File: config.mk
export PLATFORM = sky130hd
export DESIGN_NAME = encoder_frame_angle_decoder
export DESIGN_NICKNAME = d
export VERILOG_FILES = /design/src/hw/rtl/efad_pkg.sv /design/src/hw/rtl/efad_calc.sv /design/src/hw/rtl/encoder_frame_angle_decoder.sv
export SDC_FILE = /design/constraint.sdc
export NUM_CORES = 1
export LEC_CHECK = 0
export BUFFER_PORTS_ARGS = -buffer_cell sky130_fd_sc_hd__buf_2
export CORE_ASPECT_RATIO = 1.5
export CORE_UTILIZATION = 60
export CTS_CLUSTER_DIAMETER = 150
export DETAILED_ROUTE_END_ITERATION = 7
export PLACE_DENSITY_LB_ADDON = 0.05
export SLEW_MARGIN = 10
export SYNTH_ARGS = -nofsm -noshare
export SYNTH_HDL_FRONTEND = slang
export SYNTH_HIERARCHICAL = 1
export SYNTH_SLANG_ARGS = --single-unit
File: constraint.sdc
create_clock -name clk -period 14.9 [get_ports clk]
set_input_delay 2.98 -clock clk [delete_from_list [all_inputs] [get_ports clk]]
set_output_delay 2.98 -clock clk [all_outputs]
set_load 0.02 [all_outputs]
File: src/hw/rtl/efad_pkg.sv
package efad_pkg;

    localparam int WIN_DEPTH     = 8;
    localparam int FILL_W        = $clog2(WIN_DEPTH + 1);
    localparam int TURN_SHIFT    = 12;
    localparam int DEG_PER_TURN  = 360;
    localparam int FOLD_LIMIT    = 150;

    localparam logic [7:0] FUNC_CODE  = 8'h03;
    localparam logic [7:0] ADDR_RESET = 8'h01;

    typedef logic [7:0] byte_t;

endpackage

File: src/hw/rtl/efad_calc.sv
module efad_calc
    import efad_pkg::*;
(
    input  logic signed [31:0] count,
    input  logic signed [32:0] diff,
    output logic signed [15:0] whole_turns,
    output logic signed [9:0]  angle_deg,
    output logic signed [15:0] delta_deg
);

    logic                          cnt_neg;
    logic [31:0]                   cnt_abs;
    logic [31-TURN_SHIFT:0]        turns_mag;
    logic [TURN_SHIFT-1:0]         rem_mag;
    logic [TURN_SHIFT+8:0]         rem_prod;
    logic [8:0]                    angle_mag;
    logic                          diff_neg;
    logic [32:0]                   diff_abs;
    logic [41:0]                   diff_prod;
    logic [41-TURN_SHIFT:0]        delta_mag;

    always_comb
    begin
        cnt_neg   = count[31];
        cnt_abs   = cnt_neg ? (32'd0 - 32'(count)) : 32'(count);
        turns_mag = cnt_abs[31:TURN_SHIFT];
        rem_mag   = cnt_abs[TURN_SHIFT-1:0];
        // x*360 = x*256 + x*64 + x*32 + x*8
        rem_prod  = ((TURN_SHIFT+9)'(rem_mag) << 8) + ((TURN_SHIFT+9)'(rem_mag) << 6)
                  + ((TURN_SHIFT+9)'(rem_mag) << 5) + ((TURN_SHIFT+9)'(rem_mag) << 3);
        angle_mag = rem_prod[TURN_SHIFT+8:TURN_SHIFT];

        whole_turns = cnt_neg ? (16'd0 - turns_mag[15:0]) : turns_mag[15:0];
        angle_deg   = cnt_neg ? (10'd0 - {1'b0, angle_mag}) : {1'b0, angle_mag};

        diff_neg  = diff[32];
        diff_abs  = diff_neg ? (33'd0 - 33'(diff)) : 33'(diff);
        diff_prod = (42'(diff_abs) << 8) + (42'(diff_abs) << 6)
                  + (42'(diff_abs) << 5) + (42'(diff_abs) << 3);
        delta_mag = diff_prod[41:TURN_SHIFT];

        // fold: both signs map to 360 - |d|
        if (delta_mag > (42-TURN_SHIFT)'(FOLD_LIMIT))
        begin
            delta_deg = 16'(DEG_PER_TURN) - delta_mag[15:0];
        end
        else if (diff_neg)
        begin
            delta_deg = 16'd0 - delta_mag[15:0];
        end
        else
        begin
            delta_deg = delta_mag[15:0];
        end
    end

endmodule

File: src/hw/rtl/encoder_frame_angle_decoder.sv
// channel  | dir | signals                          | contents
// ---------+-----+----------------------------------+-----------------------------------
// s_axis   | in  | s_axis_tvalid/tready/tdata[7:0]  | rx_byte
// m_axis   | out | m_axis_tvalid/tready/tdata[47:0] | whole_turns, angle_deg, delta_deg
// cfg      | in  | cfg_valid/cfg_ready/cfg_data[7:0]| slave_address
//
// One byte per cycle while s_axis_tready is high. On the ninth frame byte the count and
// difference are captured into the frame register; turns, angle and delta are then computed
// into the output register once it is free or being drained, which drives m_axis_tvalid.
// rst_n clears fill, last position and valid flags and sets the address to ADDR_RESET; window bytes are not reset.
// s_axis_tready drops only when both frame and output registers hold unsent results and m_axis_tready is low.
module encoder_frame_angle_decoder
    import efad_pkg::*;
(
    input  logic        clk,
    input  logic        rst_n,
    input  logic        s_axis_tvalid,
    output logic        s_axis_tready,
    input  logic [7:0]  s_axis_tdata,   // [7:0] rx_byte
    output logic        m_axis_tvalid,
    input  logic        m_axis_tready,
    output logic [47:0] m_axis_tdata,   // [15:0] whole_turns, [25:16] angle_deg,
                                        // [41:26] delta_deg, [47:42] zero
    input  logic        cfg_valid,
    output logic        cfg_ready,
    input  logic [7:0]  cfg_data        // [7:0] slave_address
);

    byte_t               win_reg [WIN_DEPTH];
    logic [FILL_W-1:0]   fill_reg, fill_next;
    byte_t               addr_reg;
    logic [31:0]         last_reg;
    logic                have_last_reg;

    logic                frm_valid_reg, frm_valid_next;
    logic signed [31:0]  frm_count_reg;
    logic signed [32:0]  frm_diff_reg;

    logic                out_valid_reg, out_valid_next;
    logic [47:0]         out_data_reg;

    logic                in_acc;
    logic                win_full;
    logic                is_frame;
    logic                frm_load;
    logic                out_slot;
    logic                out_load;
    logic [31:0]         count_cur;
    logic signed [32:0]  diff_cur;

    logic signed [15:0]  calc_turns;
    logic signed [9:0]   calc_angle;
    logic signed [15:0]  calc_delta;

    assign cfg_ready     = 1'b1;
    assign out_slot      = !out_valid_reg || m_axis_tready;
    assign out_load      = frm_valid_reg && out_slot;
    assign s_axis_tready = !frm_valid_reg || out_slot;
    assign in_acc        = s_axis_tvalid && s_axis_tready;

    assign win_full  = (fill_reg == FILL_W'(WIN_DEPTH));
    assign is_frame  = win_full && (win_reg[0] == addr_reg) && (win_reg[1] == FUNC_CODE);
    assign frm_load  = in_acc && is_frame;
    assign count_cur = {win_reg[5], win_reg[6], win_reg[3], win_reg[4]};
    assign diff_cur  = have_last_reg ? ({count_cur[31], count_cur} - {last_reg[31], last_reg})
                                     : 33'sd0;

    always_comb
    begin
        fill_next = fill_reg;
        if (in_acc)
        begin
            if (!win_full)
            begin
                fill_next = fill_reg + FILL_W'(1);
            end
            else if (is_frame)
            begin
                fill_next = '0;
            end
        end

        frm_valid_next = frm_valid_reg;
        if (frm_load)
        begin
            frm_valid_next = 1'b1;
        end
        else if (out_load)
        begin
            frm_valid_next = 1'b0;
        end

        out_valid_next = out_valid_reg;
        if (out_load)
        begin
            out_valid_next = 1'b1;
        end
        else if (m_axis_tready)
        begin
            out_valid_next = 1'b0;
        end
    end

    always_ff @(posedge clk or negedge rst_n)
    begin
        if (!rst_n)
        begin
            fill_reg      <= '0;
            addr_reg      <= ADDR_RESET;
            last_reg      <= '0;
            have_last_reg <= 1'b0;
            frm_valid_reg <= 1'b0;
            out_valid_reg <= 1'b0;
        end
        else
        begin
            fill_reg      <= fill_next;
            frm_valid_reg <= frm_valid_next;
            out_valid_reg <= out_valid_next;
            if (cfg_valid && cfg_ready)
            begin
                addr_reg <= cfg_data;
            end
            if (frm_load)
            begin
                last_reg      <= count_cur;
                have_last_reg <= 1'b1;
            end
        end
    end

    // window bytes: append while filling, shift when full and not a frame
    always_ff @(posedge clk)
    begin
        if (in_acc && !win_full)
        begin
            win_reg[fill_reg[FILL_W-2:0]] <= s_axis_tdata;
        end
        else if (in_acc && !is_frame)
        begin
            for (int i = 0; i < WIN_DEPTH - 1; i++)
            begin
                win_reg[i] <= win_reg[i+1];
            end
            win_reg[WIN_DEPTH-1] <= s_axis_tdata;
        end
    end

    always_ff @(posedge clk)
    begin
        if (frm_load)
        begin
            frm_count_reg <= count_cur;
            frm_diff_reg  <= diff_cur;
        end
        if (out_load)
        begin
            out_data_reg <= {6'd0, calc_delta, calc_angle, calc_turns};
        end
    end

    efad_calc u_calc
    (
        .count       (frm_count_reg),
        .diff        (frm_diff_reg),
        .whole_turns (calc_turns),
        .angle_deg   (calc_angle),
        .delta_deg   (calc_delta)
    );

    assign m_axis_tvalid = out_valid_reg;
    assign m_axis_tdata  = out_data_reg;

endmodule

==> impl_metrics.tcl <==
set metrics [dict create \
    status "complete, no violations" \
    hold_path_startpoint "win_reg[4][0]" \
    cp_slowest_cell "or4_1" \
    clkTransAtPathRegs_ns 0.06 \
    antenna_left 0 \
    cts_hold_buf 0 \
    cp_data_arrival_time_ns 7.90 \
    required_ns 15.16 \
    final_common_cell "nand2_1" \
    rr_worst_depth 25 \
    fmax_mhz 131 \
    max-vdd-ir-drop_v 0.000123 \
    clock_latency_ns 0.54 \
    port_buffers 64 \
    wl_per_cell_um 18.8 \
    p_switching_uw 481 \
    antenna_cells 0 \
    pwr-share-seq_pct 45.5 \
    rows 75 \
    drv_cap 0 \
    yosys_warnings 6 \
    setup_violations 0 \
    worstSetupStartpointType "flop" \
    setup_ws_ns 7.26 \
    cp_max_fo 15 \
    skew_ns 0.0249 \
    power_density_nw_per_um2 91.1 \
    rsz0062_at_grt "false" \
    p_clk_share_pct 36.9 \
    grt-ovfl-total 0 \
    finalHoldViolations 0 \
    die_h_um 209 \
    slowest_delay_ns 0.75 \
    cts.htree.levels 1 \
    crit_type "reg -> reg" \
    vias_per_cell 5.92 \
    drt_pass1_iterations 5 \
    tns_ns 0 \
    worst_slew_pin_slew_ns 1.17 \
    combPwrFrac_pct 17.6 \
    grt_pass1_wl_um 67700 \
    fin_nets 2049 \
    fillers 2361 \
    drive_gt1_share_pct 8.18 \
    cp_num_buf_inv 5 \
    gp_congestion 0.895 \
    hold_path_depth 0 \
    regArea_um2 6220 \
    dieWidth_um 140 \
    end_kind "flop" \
    numClockSinks 215 \
    cts_resized 0 \
    cp.depth 25 \
    slew-limit-headroom_pct 21.0 \
    drc 0 \
    syn_avg_cell_area_um2 9.37 \
    p_int_uw 1200 \
    synthCells 1823 \
    crit_top_cell "inv_1" \
    startpoint "frm_diff_reg[0]" \
    drv_slew 0 \
    final_cell_mix "nand2_1 (253), inv_1 (191), edfxtp_1 (168), o21ai_0 (119), xnor2_1 (109)" \
    grt_max_degree 68 \
    core-area_um2 28000 \
    syn_to_final_growth_pct 7.71 \
    initial_utilization_pct 61.1 \
    num_vias 13114 \
    holdCritPathClass "reg -> reg" \
    swShare_pct 28.7 \
    leakagePower_uw 0.00768 \
    antenna_found_initial 0 \
    grt.total_usage_pct 29.5 \
    clock_path_buffers 3 \
    root_buffer "clkbuf_16" \
    rr_startpoint "frm_diff_reg[0]" \
    pin_count 72 \
    wl_um 41700 \
    syn_area_um2 17100 \
    finalPower_uw 1680 \
    die_area_um2 29200 \
    period_share_pct 51.3 \
    cts_made_buffers 22 \
    drt-initial-drc-count 727 \
    hpwl_um 33000 \
    crit_family "simple AND/OR/NAND/NOR gates" \
    period_needed_ns 7.64 \
    multi_input_area_um2 9820 \
    cts_tree "done" \
    largest_reg_flops 64 \
    pre_cts_slack_ns 7.33 \
    grt_pass1_vias 13320 \
    cts_setup_buffers 0 \
]
## path summary, 6_finish.rpt
kind | end | slack [ns]
worst max-delay path | m_axis_tdata[27] | 7.26
worst min-delay path | frm_count_reg[0] | 0.50
worst max register to register | m_axis_tdata[27] | 7.26
worst min register to register | frm_count_reg[0] | 0.50
max in group asynchronous | addr_reg[6] | 11.96
min in group asynchronous | last_reg[9] | 2.47
## worst register-to-register path: cells and delay by family, from the launching register on
| kind | cells | cell delay (ns) |
|---|---|---|
| AOI/OAI and AO/OA | 4 | 0.94 |
| xor gates and xnor gates | 2 | 0.52 |
| adders and majority gates | 4 | 1.71 |
| buffers and inverters | 5 | 0.61 |
| DFF | 1 | 0.46 |
| and+or+nand+nor | 10 | 3.15 |
## per-layer routing
metal / up-vias / global-route usage (%) / wire length (µm)
met5: - / 0 / 0
li1: 6448 / - / -
met3: 84 / 2.57 / 1300
met4: 0 / 14.1 / 1930
met2: 307 / 57.3 / 22900
met1: 6275 / 31.7 / 15600
## stage by stage
stage	util (%)	instances	hold slack (ns)	area, µm²
CTS	65.8	2217	0.496	18400
global placement	62.9	2177	0.476	17600
finish	65.8	2217	0.495	18400
detailed placement	62.9	2177	0.480	17600
global route	65.8	2217	0.515	18400
floorplan	-	1828	0.444	17100
## final cells by class
cell class                 count  share of cell area [%]
tap                          346                    2.35
clock inverter                11                   0.816
inverter                     191                    3.89
sequential                   215                    33.8
multi-input combinational   1352                    53.4
timing repair buffer          73                    2.12
clock buffer                  29                    3.65
## power groups by stage
stage,Sequential (µW),Combinational [µW],Clock (µW)
floorplan,749,218,0
global placement,774,286,0
detailed placement,775,290,0
CTS,763,293,627
global route,766,327,649
finish,763,295,619
No activity file was read; power rests on OpenSTA's default activity.
